### src/sv/cslc_pkg.sv
package cslc_pkg;

    // Input operation codes
    localparam logic [2:0] OP_TICK    = 3'd0;
    localparam logic [2:0] OP_SEND    = 3'd1;
    localparam logic [2:0] OP_RECEIVE = 3'd2;
    localparam logic [2:0] OP_FRAME   = 3'd3;
    localparam logic [2:0] OP_CARRIER = 3'd4;

    // Result command codes
    localparam logic [2:0] CMD_LISTEN  = 3'd0;
    localparam logic [2:0] CMD_TEST    = 3'd1;
    localparam logic [2:0] CMD_TX_DATA = 3'd2;
    localparam logic [2:0] CMD_TX_ACK  = 3'd3;
    localparam logic [2:0] CMD_FLUSH   = 3'd4;
    localparam logic [2:0] CMD_OK      = 3'd5;
    localparam logic [2:0] CMD_FAIL    = 3'd6;

    localparam logic [5:0] ACK_FRAME_LEN = 6'd3;

    // Configuration register indexes
    localparam int unsigned CFG_INDEX_W = 3;
    localparam int unsigned CFG_DATA_W  = 32;
    localparam logic [CFG_INDEX_W-1:0] REG_OWN_ADDRESS   = 3'd0;
    localparam logic [CFG_INDEX_W-1:0] REG_SEND_TIMEOUT  = 3'd1;
    localparam logic [CFG_INDEX_W-1:0] REG_ACK_TIMEOUT   = 3'd2;
    localparam logic [CFG_INDEX_W-1:0] REG_ACK_CODE      = 3'd3;
    localparam logic [CFG_INDEX_W-1:0] REG_LISTEN_TICKS  = 3'd4;
    localparam logic [CFG_INDEX_W-1:0] REG_BACKOFF_TICKS = 3'd5;

    // Configuration reset values
    localparam logic [7:0]  RST_OWN_ADDRESS   = 8'd0;
    localparam logic [31:0] RST_SEND_TIMEOUT  = 32'd10000;
    localparam logic [31:0] RST_ACK_TIMEOUT   = 32'd5000;
    localparam logic [7:0]  RST_ACK_CODE      = 8'd6;
    localparam logic [7:0]  RST_LISTEN_TICKS  = 8'd70;
    localparam logic [7:0]  RST_BACKOFF_TICKS = 8'd150;

    // Result queue
    localparam int unsigned QUEUE_DEPTH = 4;
    localparam int unsigned QUEUE_AW    = $clog2(QUEUE_DEPTH);
    localparam int unsigned QUEUE_CW    = $clog2(QUEUE_DEPTH + 1);

    typedef struct packed {
        logic [2:0]  operation;
        logic [7:0]  dest_address;
        logic [7:0]  source_address;
        logic [5:0]  frame_length;
        logic [31:0] receive_timeout;
        logic [7:0]  rx_byte_zero;
        logic [7:0]  rx_byte_one;
        logic [7:0]  rx_byte_two;
        logic        carrier_busy;
    } in_t;

    typedef struct packed {
        logic [2:0] command;
        logic [7:0] tx_byte_zero;
        logic [7:0] tx_byte_one;
        logic [7:0] tx_byte_two;
        logic [5:0] tx_length;
        logic [7:0] received_from;
        logic       last;
    } out_t;

    typedef struct packed {
        logic [7:0]  own_address;
        logic [31:0] send_timeout;
        logic [31:0] ack_timeout;
        logic [7:0]  ack_code;
        logic [7:0]  listen_ticks;
        logic [7:0]  backoff_ticks;
    } cfg_t;

endpackage

### src/sv/cslc_core.sv
module cslc_core (
    input  logic              aclk,
    input  logic              aresetn,
    input  logic              fire,
    input  cslc_pkg::in_t     item,
    input  cslc_pkg::cfg_t    cfg,
    output logic [1:0]        res_count,
    output cslc_pkg::out_t    res0,
    output cslc_pkg::out_t    res1
);

    localparam logic [3:0] PH_IDLE      = 4'd0;
    localparam logic [3:0] PH_S_LISTEN  = 4'd1;
    localparam logic [3:0] PH_S_TEST    = 4'd2;
    localparam logic [3:0] PH_S_BACKOFF = 4'd3;
    localparam logic [3:0] PH_ACK_WAIT  = 4'd4;
    localparam logic [3:0] PH_RX_WAIT   = 4'd5;
    localparam logic [3:0] PH_A_LISTEN  = 4'd6;
    localparam logic [3:0] PH_A_TEST    = 4'd7;
    localparam logic [3:0] PH_A_BACKOFF = 4'd8;

    logic [3:0]  phase_reg, phase_next;
    logic [31:0] elapsed_reg, elapsed_next;
    logic [7:0]  delay_reg, delay_next;
    logic [7:0]  peer_reg, peer_next;
    logic [7:0]  self_reg, self_next;
    logic [5:0]  length_reg, length_next;
    logic [31:0] rx_limit_reg, rx_limit_next;

    logic [31:0] elapsed_inc;
    logic [7:0]  delay_inc;
    logic [7:0]  listen_need;
    logic [7:0]  backoff_need;
    logic        listen_done;
    logic        backoff_done;
    logic        ack_match;
    logic [2:0]  final_cmd;

    function automatic cslc_pkg::out_t mk(input logic [2:0] cmd);
        cslc_pkg::out_t r;
        r = '0;
        r.command = cmd;
        return r;
    endfunction

    // Saturating elapsed count and delay count
    assign elapsed_inc  = (phase_reg != PH_IDLE && elapsed_reg != 32'hFFFF_FFFF) ?
                          elapsed_reg + 32'd1 : elapsed_reg;
    assign delay_inc    = (delay_reg != 8'hFF) ? delay_reg + 8'd1 : delay_reg;
    assign listen_need  = (cfg.listen_ticks == 8'd0) ? 8'd1 : cfg.listen_ticks;
    assign backoff_need = (cfg.backoff_ticks == 8'd0) ? 8'd1 : cfg.backoff_ticks;
    assign listen_done  = delay_inc >= listen_need;
    assign backoff_done = delay_inc >= backoff_need;
    assign ack_match    = item.rx_byte_zero == self_reg && item.rx_byte_one == peer_reg &&
                          item.rx_byte_two == cfg.ack_code;

    always_comb begin
        phase_next    = phase_reg;
        elapsed_next  = elapsed_reg;
        delay_next    = delay_reg;
        peer_next     = peer_reg;
        self_next     = self_reg;
        length_next   = length_reg;
        rx_limit_next = rx_limit_reg;
        res_count     = 2'd0;
        res0          = '0;
        res1          = '0;

        case (item.operation)
            cslc_pkg::OP_TICK: begin
                elapsed_next = elapsed_inc;
                case (phase_reg)
                    PH_S_LISTEN, PH_A_LISTEN: begin
                        delay_next = delay_inc;
                        if (listen_done) begin
                            phase_next = (phase_reg == PH_S_LISTEN) ? PH_S_TEST : PH_A_TEST;
                            res0       = mk(cslc_pkg::CMD_TEST);
                            res_count  = 2'd1;
                        end
                    end
                    PH_S_BACKOFF, PH_A_BACKOFF: begin
                        delay_next = delay_inc;
                        if (backoff_done) begin
                            res_count = 2'd1;
                            if (elapsed_inc < ((phase_reg == PH_S_BACKOFF) ?
                                               cfg.send_timeout : cfg.ack_timeout)) begin
                                delay_next = 8'd0;
                                phase_next = (phase_reg == PH_S_BACKOFF) ?
                                             PH_S_LISTEN : PH_A_LISTEN;
                                res0       = mk(cslc_pkg::CMD_LISTEN);
                            end else begin
                                phase_next = PH_IDLE;
                                res0       = mk(cslc_pkg::CMD_FAIL);
                            end
                        end
                    end
                    PH_ACK_WAIT: begin
                        if (elapsed_inc >= cfg.ack_timeout) begin
                            phase_next = PH_IDLE;
                            res0       = mk(cslc_pkg::CMD_FAIL);
                            res_count  = 2'd1;
                        end
                    end
                    PH_RX_WAIT: begin
                        if (elapsed_inc >= rx_limit_reg) begin
                            phase_next = PH_IDLE;
                            res0       = mk(cslc_pkg::CMD_FLUSH);
                            res1       = mk(cslc_pkg::CMD_FAIL);
                            res_count  = 2'd2;
                        end
                    end
                    default: ;
                endcase
            end
            cslc_pkg::OP_SEND: begin
                if (phase_reg == PH_IDLE) begin
                    peer_next    = item.dest_address;
                    self_next    = item.source_address;
                    length_next  = item.frame_length;
                    elapsed_next = 32'd0;
                    res_count    = 2'd1;
                    if (cfg.send_timeout != 32'd0) begin
                        delay_next = 8'd0;
                        phase_next = PH_S_LISTEN;
                        res0       = mk(cslc_pkg::CMD_LISTEN);
                    end else begin
                        res0 = mk(cslc_pkg::CMD_FAIL);
                    end
                end
            end
            cslc_pkg::OP_RECEIVE: begin
                if (phase_reg == PH_IDLE) begin
                    length_next   = item.frame_length;
                    rx_limit_next = item.receive_timeout;
                    elapsed_next  = 32'd0;
                    if (item.receive_timeout == 32'd0) begin
                        res0      = mk(cslc_pkg::CMD_FLUSH);
                        res1      = mk(cslc_pkg::CMD_FAIL);
                        res_count = 2'd2;
                    end else begin
                        phase_next = PH_RX_WAIT;
                        res0       = mk(cslc_pkg::CMD_LISTEN);
                        res_count  = 2'd1;
                    end
                end
            end
            cslc_pkg::OP_FRAME: begin
                if (phase_reg == PH_ACK_WAIT) begin
                    res_count = 2'd1;
                    if (ack_match) begin
                        phase_next = PH_IDLE;
                        res0       = mk(cslc_pkg::CMD_OK);
                    end else begin
                        res0 = mk(cslc_pkg::CMD_FLUSH);
                    end
                end else if (phase_reg == PH_RX_WAIT) begin
                    res0      = mk(cslc_pkg::CMD_FLUSH);
                    res_count = 2'd1;
                    if (item.rx_byte_zero == cfg.own_address) begin
                        peer_next    = item.rx_byte_one;
                        elapsed_next = 32'd0;
                        res_count    = 2'd2;
                        if (cfg.ack_timeout == 32'd0) begin
                            phase_next = PH_IDLE;
                            res1       = mk(cslc_pkg::CMD_FAIL);
                        end else begin
                            delay_next = 8'd0;
                            phase_next = PH_A_LISTEN;
                            res1       = mk(cslc_pkg::CMD_LISTEN);
                        end
                    end
                end
            end
            cslc_pkg::OP_CARRIER: begin
                if (phase_reg == PH_S_TEST) begin
                    if (item.carrier_busy) begin
                        delay_next = 8'd0;
                        phase_next = PH_S_BACKOFF;
                    end else begin
                        res0              = mk(cslc_pkg::CMD_TX_DATA);
                        res0.tx_byte_zero = peer_reg;
                        res0.tx_byte_one  = self_reg;
                        res0.tx_length    = length_reg;
                        elapsed_next      = 32'd0;
                        res_count         = 2'd2;
                        if (cfg.ack_timeout == 32'd0) begin
                            phase_next = PH_IDLE;
                            res1       = mk(cslc_pkg::CMD_FAIL);
                        end else begin
                            phase_next = PH_ACK_WAIT;
                            res1       = mk(cslc_pkg::CMD_LISTEN);
                        end
                    end
                end else if (phase_reg == PH_A_TEST) begin
                    if (item.carrier_busy) begin
                        delay_next = 8'd0;
                        phase_next = PH_A_BACKOFF;
                    end else begin
                        res0               = mk(cslc_pkg::CMD_TX_ACK);
                        res0.tx_byte_zero  = peer_reg;
                        res0.tx_byte_one   = cfg.own_address;
                        res0.tx_byte_two   = cfg.ack_code;
                        res0.tx_length     = cslc_pkg::ACK_FRAME_LEN;
                        res1               = mk(cslc_pkg::CMD_OK);
                        res1.received_from = peer_reg;
                        res_count          = 2'd2;
                        phase_next         = PH_IDLE;
                    end
                end
            end
            default: ;
        endcase

        if (res_count == 2'd1) begin
            res0.last = 1'b1;
        end
        if (res_count == 2'd2) begin
            res1.last = 1'b1;
        end
    end

    always_ff @(posedge aclk) begin
        if (!aresetn) begin
            phase_reg    <= PH_IDLE;
            elapsed_reg  <= '0;
            delay_reg    <= '0;
            peer_reg     <= '0;
            self_reg     <= '0;
            length_reg   <= '0;
            rx_limit_reg <= '0;
        end else if (fire) begin
            phase_reg    <= phase_next;
            elapsed_reg  <= elapsed_next;
            delay_reg    <= delay_next;
            peer_reg     <= peer_next;
            self_reg     <= self_next;
            length_reg   <= length_next;
            rx_limit_reg <= rx_limit_next;
        end
    end

    assign final_cmd = (res_count == 2'd2) ? res1.command : res0.command;

    a_done_returns_idle: assert property (@(posedge aclk) disable iff (!aresetn)
        fire && res_count != 2'd0 &&
        (final_cmd == cslc_pkg::CMD_OK || final_cmd == cslc_pkg::CMD_FAIL)
        |=> phase_reg == PH_IDLE)
        else $error("exchange finished but phase did not return to idle");

    a_idle_only_on_start: assert property (@(posedge aclk) disable iff (!aresetn)
        fire && phase_reg == PH_IDLE && item.operation != cslc_pkg::OP_SEND &&
        item.operation != cslc_pkg::OP_RECEIVE |-> res_count == 2'd0)
        else $error("idle block produced a result without a start request");

    a_delay_cleared_on_listen: assert property (@(posedge aclk) disable iff (!aresetn)
        fire && phase_reg != PH_S_LISTEN && phase_reg != PH_A_LISTEN &&
        (phase_next == PH_S_LISTEN || phase_next == PH_A_LISTEN)
        |=> delay_reg == 8'd0)
        else $error("listen period started with a stale delay count");

endmodule

### src/sv/cslc_queue.sv
module cslc_queue (
    input  logic              aclk,
    input  logic              aresetn,
    input  logic [1:0]        push_count,
    input  cslc_pkg::out_t    push_data0,
    input  cslc_pkg::out_t    push_data1,
    input  logic              pop,
    output logic              head_valid,
    output cslc_pkg::out_t    head_data,
    output logic              room_two
);

    cslc_pkg::out_t mem [cslc_pkg::QUEUE_DEPTH];

    logic [cslc_pkg::QUEUE_AW-1:0] wr_ptr_reg, wr_ptr_next;
    logic [cslc_pkg::QUEUE_AW-1:0] rd_ptr_reg, rd_ptr_next;
    logic [cslc_pkg::QUEUE_CW-1:0] count_reg, count_next;
    logic [cslc_pkg::QUEUE_AW-1:0] wr_ptr_plus1;

    localparam logic [cslc_pkg::QUEUE_CW-1:0] DEPTH_C = cslc_pkg::QUEUE_CW'(cslc_pkg::QUEUE_DEPTH);

    assign wr_ptr_plus1 = wr_ptr_reg + cslc_pkg::QUEUE_AW'(1);
    assign head_valid   = count_reg != '0;
    assign head_data    = mem[rd_ptr_reg];
    assign room_two     = count_reg <= DEPTH_C - cslc_pkg::QUEUE_CW'(2);

    assign wr_ptr_next = wr_ptr_reg + cslc_pkg::QUEUE_AW'(push_count);
    assign rd_ptr_next = rd_ptr_reg + cslc_pkg::QUEUE_AW'(pop);
    assign count_next  = count_reg + cslc_pkg::QUEUE_CW'(push_count) - cslc_pkg::QUEUE_CW'(pop);

    always_ff @(posedge aclk) begin
        if (push_count != 2'd0) begin
            mem[wr_ptr_reg] <= push_data0;
        end
        if (push_count == 2'd2) begin
            mem[wr_ptr_plus1] <= push_data1;
        end
    end

    always_ff @(posedge aclk) begin
        if (!aresetn) begin
            wr_ptr_reg <= '0;
            rd_ptr_reg <= '0;
            count_reg  <= '0;
        end else begin
            wr_ptr_reg <= wr_ptr_next;
            rd_ptr_reg <= rd_ptr_next;
            count_reg  <= count_next;
        end
    end

    a_no_overflow: assert property (@(posedge aclk) disable iff (!aresetn)
        cslc_pkg::QUEUE_CW'(push_count) + count_reg <= DEPTH_C)
        else $error("result queue overflow");

    a_count_bounded: assert property (@(posedge aclk) disable iff (!aresetn)
        count_reg <= DEPTH_C)
        else $error("result queue count out of range");

    a_ptrs_agree: assert property (@(posedge aclk) disable iff (!aresetn)
        wr_ptr_reg == rd_ptr_reg + count_reg[cslc_pkg::QUEUE_AW-1:0])
        else $error("result queue pointers disagree with fill count");

endmodule

### src/sv/carrier_sense_ack_link_controller_unit.sv
// Carrier-sense link controller with stop-and-wait acknowledgement.
// Input channel (s_valid/s_ready/s_data): one word per tick, start request,
// arrived frame header or carrier report. Result channel (m_valid/m_ready/
// m_data): commands to the radio and final status; m_data.last marks the
// final result caused by an input word, and an input word may cause none.
// Configuration (cfg_we/cfg_index/cfg_wdata) writes one register per cycle,
// no wait states; write only while no exchange is in flight.
// A word lands in the input register at its accepting edge, is evaluated
// while held there once the result queue has room for two results, and its
// results are written into the queue, whose head drives m_data.
// Throughput: one input word per cycle when the result queue is not backed up.
// The limit is the four-entry result queue, which must have room for two
// results before a word is evaluated; it hands out results one at a time.
// Reset clears the exchange state to idle, empties the queue and loads the
// register defaults. When the receiver stalls, results collect in the queue;
// once it is nearly full the input register holds and s_ready drops.
module carrier_sense_ack_link_controller_unit (
    input  logic                                aclk,
    input  logic                                aresetn,
    input  logic                                s_valid,
    output logic                                s_ready,
    input  cslc_pkg::in_t                       s_data,
    output logic                                m_valid,
    input  logic                                m_ready,
    output cslc_pkg::out_t                      m_data,
    input  logic                                cfg_we,
    input  logic [cslc_pkg::CFG_INDEX_W-1:0]    cfg_index,
    input  logic [cslc_pkg::CFG_DATA_W-1:0]     cfg_wdata
);

    cslc_pkg::cfg_t cfg_reg;
    cslc_pkg::in_t  stg_item_reg;
    logic           stg_valid_reg;
    logic           fire;
    logic           room_two;
    logic [1:0]     res_count;
    logic [1:0]     push_count;
    cslc_pkg::out_t res0;
    cslc_pkg::out_t res1;

    // Configuration registers: take effect at once.
    always_ff @(posedge aclk) begin
        if (!aresetn) begin
            cfg_reg.own_address   <= cslc_pkg::RST_OWN_ADDRESS;
            cfg_reg.send_timeout  <= cslc_pkg::RST_SEND_TIMEOUT;
            cfg_reg.ack_timeout   <= cslc_pkg::RST_ACK_TIMEOUT;
            cfg_reg.ack_code      <= cslc_pkg::RST_ACK_CODE;
            cfg_reg.listen_ticks  <= cslc_pkg::RST_LISTEN_TICKS;
            cfg_reg.backoff_ticks <= cslc_pkg::RST_BACKOFF_TICKS;
        end else if (cfg_we) begin
            case (cfg_index)
                cslc_pkg::REG_OWN_ADDRESS:   cfg_reg.own_address   <= cfg_wdata[7:0];
                cslc_pkg::REG_SEND_TIMEOUT:  cfg_reg.send_timeout  <= cfg_wdata;
                cslc_pkg::REG_ACK_TIMEOUT:   cfg_reg.ack_timeout   <= cfg_wdata;
                cslc_pkg::REG_ACK_CODE:      cfg_reg.ack_code      <= cfg_wdata[7:0];
                cslc_pkg::REG_LISTEN_TICKS:  cfg_reg.listen_ticks  <= cfg_wdata[7:0];
                cslc_pkg::REG_BACKOFF_TICKS: cfg_reg.backoff_ticks <= cfg_wdata[7:0];
                default: ;
            endcase
        end
    end

    // Evaluate the held word once the queue can take both of its results;
    // refill the input register in the same cycle.
    assign fire    = stg_valid_reg && room_two;
    assign s_ready = !stg_valid_reg || fire;

    always_ff @(posedge aclk) begin
        if (!aresetn) begin
            stg_valid_reg <= 1'b0;
        end else if (s_ready) begin
            stg_valid_reg <= s_valid;
        end
    end

    // Payload: load on accept, no reset.
    always_ff @(posedge aclk) begin
        if (s_valid && s_ready) begin
            stg_item_reg <= s_data;
        end
    end

    cslc_core u_core (
        .aclk      (aclk),
        .aresetn   (aresetn),
        .fire      (fire),
        .item      (stg_item_reg),
        .cfg       (cfg_reg),
        .res_count (res_count),
        .res0      (res0),
        .res1      (res1)
    );

    // Drop results of a word that is not being evaluated this cycle.
    assign push_count = fire ? res_count : 2'd0;

    cslc_queue u_queue (
        .aclk       (aclk),
        .aresetn    (aresetn),
        .push_count (push_count),
        .push_data0 (res0),
        .push_data1 (res1),
        .pop        (m_valid && m_ready),
        .head_valid (m_valid),
        .head_data  (m_data),
        .room_two   (room_two)
    );

endmodule
### config.mk
export PLATFORM = sky130hd
export DESIGN_NAME = carrier_sense_ack_link_controller_unit
export DESIGN_NICKNAME = d
export VERILOG_FILES = /design/src/sv/cslc_pkg.sv /design/src/sv/cslc_core.sv /design/src/sv/cslc_queue.sv /design/src/sv/carrier_sense_ack_link_controller_unit.sv
export SDC_FILE = /design/constraint.sdc
export NUM_CORES = 1
export LEC_CHECK = 0
export ABC_AREA = 0
export BUFFER_PORTS_ARGS = -buffer_cell sky130_fd_sc_hd__buf_4
export CAP_MARGIN = 20
export CORE_ASPECT_RATIO = 1.5
export CORE_MARGIN = 8
export CORE_UTILIZATION = 44
export DETAILED_ROUTE_END_ITERATION = 10
export PLACE_DENSITY = 0.61
export SYNTH_ARGS = -nofsm -noshare
export SYNTH_HDL_FRONTEND = slang
export SYNTH_SLANG_ARGS = --single-unit
### constraint.sdc
create_clock -name aclk -period 7.9 [get_ports aclk]
set_clock_uncertainty 0.05 [all_clocks]
set_input_delay 1.185 -clock aclk [delete_from_list [all_inputs] [get_ports aclk]]
set_output_delay 1.185 -clock aclk [all_outputs]
set_load 0.005 [all_outputs]
==> flow_metrics.env <==
export IMPL_synthDistinctLibCells=79
export IMPL_async_flop_share_pct=0
export IMPL_ys_ff_latch=452
export IMPL_rrSetupSlack_ps=1410
export IMPL_cts_root_buffer="clkbuf_16"
export IMPL_rr_startpoint="u_core.elapsed_reg[0]$_SDFFE_PN0P_"
export IMPL_firstDrtPassIters=5
export IMPL_cts_buffer_depth=3
export IMPL_avgRoutedWirePerCell_um=20.9
export IMPL_nNetsFinal=2728
export IMPL_antenna_found_initial=0
export IMPL_rsz0062_at_grt="false"
export IMPL_hold_viol=0
export IMPL_dieArea_um2=57200
export IMPL_critPathKind="reg2reg"
export IMPL_pre_cts_ws_ps=1480
export IMPL_ir_worst_vdd_v=0.000175
export IMPL_num_vias=18000
export IMPL_gp_congestion=0.917
export IMPL_antenna_left=0
export IMPL_routed_via_density=5.65
export IMPL_min_from="u_core.rx_limit_reg[20]$_SDFFE_PN0P_"
export IMPL_drive_above_1_share_pct=14.2
export IMPL_dp_hpwl_mm=48.9
export IMPL_grt_overflow=0
export IMPL_post_cts_setup_buffers=0
export IMPL_end_kind="flip-flop"
export IMPL_clk_latency_ps=600
export IMPL_hp_class="reg2reg"
export IMPL_port_buffers=165
export IMPL_r2r_cells=17
export IMPL_synth_ff_type="dfxtp_1"
export IMPL_num_antenna_cells=0
export IMPL_timing_slew_headroom_pct=23.7
export IMPL_drv_slew=0
export IMPL_htree_num_levels=2
export IMPL_synth_edf_count=130
export IMPL_clkSlewWorstSetupHoldPaths_ps=60
export IMPL_synth_area_um2=21900
export IMPL_powerDensity_nw_per_um2=209
export IMPL_setup_tns_ps=0
export IMPL_syn_num_nets=2619
export IMPL_fmax_mhz=154
export IMPL_grt_pass1_wl_mm=102
export IMPL_leakage_uw=0.00923
export IMPL_num_rows=100
export IMPL_total_power_uw=5270
export IMPL_crit_fanout=63
export IMPL_cts_buffers=45
export IMPL_pin_count=166
export IMPL_dieHeight_um=289
export IMPL_grt_pass1_vias=18300
export IMPL_final_util_pct=51.0
export IMPL_cts_tree="yes"
export IMPL_synth_warnings=0
export IMPL_min_path_cells=2
export IMPL_syn_inst=2378
export IMPL_drtIter0Drc=1062
export IMPL_start_util_pct=44.3
export IMPL_drv_cap=0
export IMPL_avgSynthCellArea_um2=9.20
export IMPL_fin_crit_sh_pct=82.2
export IMPL_ctsHoldBuffers=0
export IMPL_hold_path_endpoint="u_core.rx_limit_reg[20]$_SDFFE_PN0P_"
export IMPL_required_ps=8140
export IMPL_outcome="complete, no violations"
export IMPL_start_kind="flip-flop"
export IMPL_clkSinkCount=452
export IMPL_grt_max_degree=104
export IMPL_wirelength_mm=66.5
export IMPL_cp_arrival_ps=6730
export IMPL_area_delta_synth_final_pct=15.3
export IMPL_drc=0
export IMPL_die_w_um=198
export IMPL_cts_resized=0
export IMPL_worstReg2RegEnd="u_queue.mem[0][41]$_DFFE_PP_"
export IMPL_core_area_um2=49400
export IMPL_min_period_ps=6490
export IMPL_setup_violations=0
export IMPL_largest_reg_flops=168
export IMPL_worstMarginPinSlew_ps=1140
export IMPL_grtUsageTotal_pct=23.0
export IMPL_timing_final_ws_setup_ps=1410
export IMPL_seq_area_frac_synth_pct=47.3
## power breakdown
part	switching, µW	leakage [µW]	internal (µW)
clock	937	0.000708	1180
combinational	337	0.00475	260
sequential	93.0	0.00377	2460
total	1370	0.00923	3900
## Yosys cell counts, drive strengths merged (24+ instances only)
cell type,n,area (µm²)
a21oi,206,1030
clkbuf,121,455
dfxtp,322,6450
edfxtp,130,3900
ha,118,1480
inv,96,360
mux4,42,946
nand2,384,1440
nand3,177,891
nand4,35,219
nor2,157,649
nor3,24,131
nor4,36,231
o21ai,161,813
o31ai,24,180
xnor2,47,412
xor2,24,210
## layout by cell type, fill, tap and decap left out, drive strengths merged, types with 7 or more instances in the layout
cell,n
xnor2,47
nor3,24
o22ai,8
nor2b,10
nand2,384
xor2,24
a22oi,15
a22o,10
nand2b,20
dfxtp,322
o31ai,24
a211oi,10
mux4,42
nor4,36
o21a,7
clkinv,16
a31oi,9
and3,8
a21oi,206
o211ai,17
or4,9
a21o,19
o21ai,161
mux2i,8
a311oi,8
nand4,35
and2,18
buf,201
clkbuf,59
nand3,177
inv,99
nor2,157
edfxtp,130
or3,15
ha,118
## how the worst max path moves through the flow
stage / startpoint / endpoint / slack [ps] / cells past startpoint
2_1_floorplan: u_core.elapsed_reg[21]$_SDFFE_PN0P_ / u_queue.mem[2][0]$_DFFE_PP_ / 2710 / 18
3_3_place_gp: u_core.elapsed_reg[0]$_SDFFE_PN0P_ / u_queue.mem[0][41]$_DFFE_PP_ / 1630 / 17
3_5_place_dp: u_core.elapsed_reg[0]$_SDFFE_PN0P_ / u_queue.mem[0][41]$_DFFE_PP_ / 1480 / 17
4_1_cts: u_core.elapsed_reg[1]$_SDFFE_PN0P_ / u_queue.mem[0][41]$_DFFE_PP_ / 1430 / 17
5_1_grt: u_core.elapsed_reg[1]$_SDFFE_PN0P_ / u_queue.mem[0][41]$_DFFE_PP_ / 860 / 17
6_report: u_core.elapsed_reg[0]$_SDFFE_PN0P_ / u_queue.mem[0][41]$_DFFE_PP_ / 1410 / 17
## worst max-delay path: stages (launching register included)
cell and delay (ps):
dfxtp_1 380, ha_1 250, nand4_1 140, or4_1 560, nor4_2 340, nand3b_1 330
or4_1 400, nor2_1 120, xor2_1 320, ha_1 320, nand2_1 80, o21ai_0 80
or4_1 560, o21ai_0 540, nand4_1 580, o211ai_4 350, buf_4 560, o21ai_0 210
## cells by family (layout without fill, tap and decap cells)
kind of cell / after synthesis / after routing / share of synthesized area (%)
XOR/XNOR: 71 / 71 / 2.84
flip-flops: 452 / 452 / 47.3
multiplexers: 55 / 55 / 4.95
AND/OR/NAND/NOR: 915 / 915 / 19.4
buffers and inverters: 235 / 380 / 4.16
AO/OA/AOI/OAI: 531 / 531 / 14.5
adder cells (fa/ha/maj): 119 / 119 / 6.84
## per-layer routing
metal  track usage [%]  part of all wire (%)
met1              24.1                    36
met2              43.4                    54
met3              3.32                   4.4
met4              12.3                   5.5
met5                 0                     0
## stage by stage
| stage | area (µm²) | hold WS [ps] | std cells |
|---|---|---|---|
| after CTS | 25200 | 405 | 3184 |
| after detailed placement | 23700 | 397 | 3101 |
| after floorplan | 21900 | 386 | 2378 |
| after global routing | 25200 | 419 | 3186 |
| after global placement | 23700 | 394 | 3101 |
| final | 25200 | 402 | 3186 |
## cell type report
type                       instances  area (µm²)
tap                              663         830
multi-input combinational       1691       10700
clock buffer                      59        1240
fill                            4725       24200
inverter                          96         363
timing repair buffer             201        1530
clock inverter                    24         206
sequential                       452       10400
No activity file was read; power rests on OpenSTA's default activity.
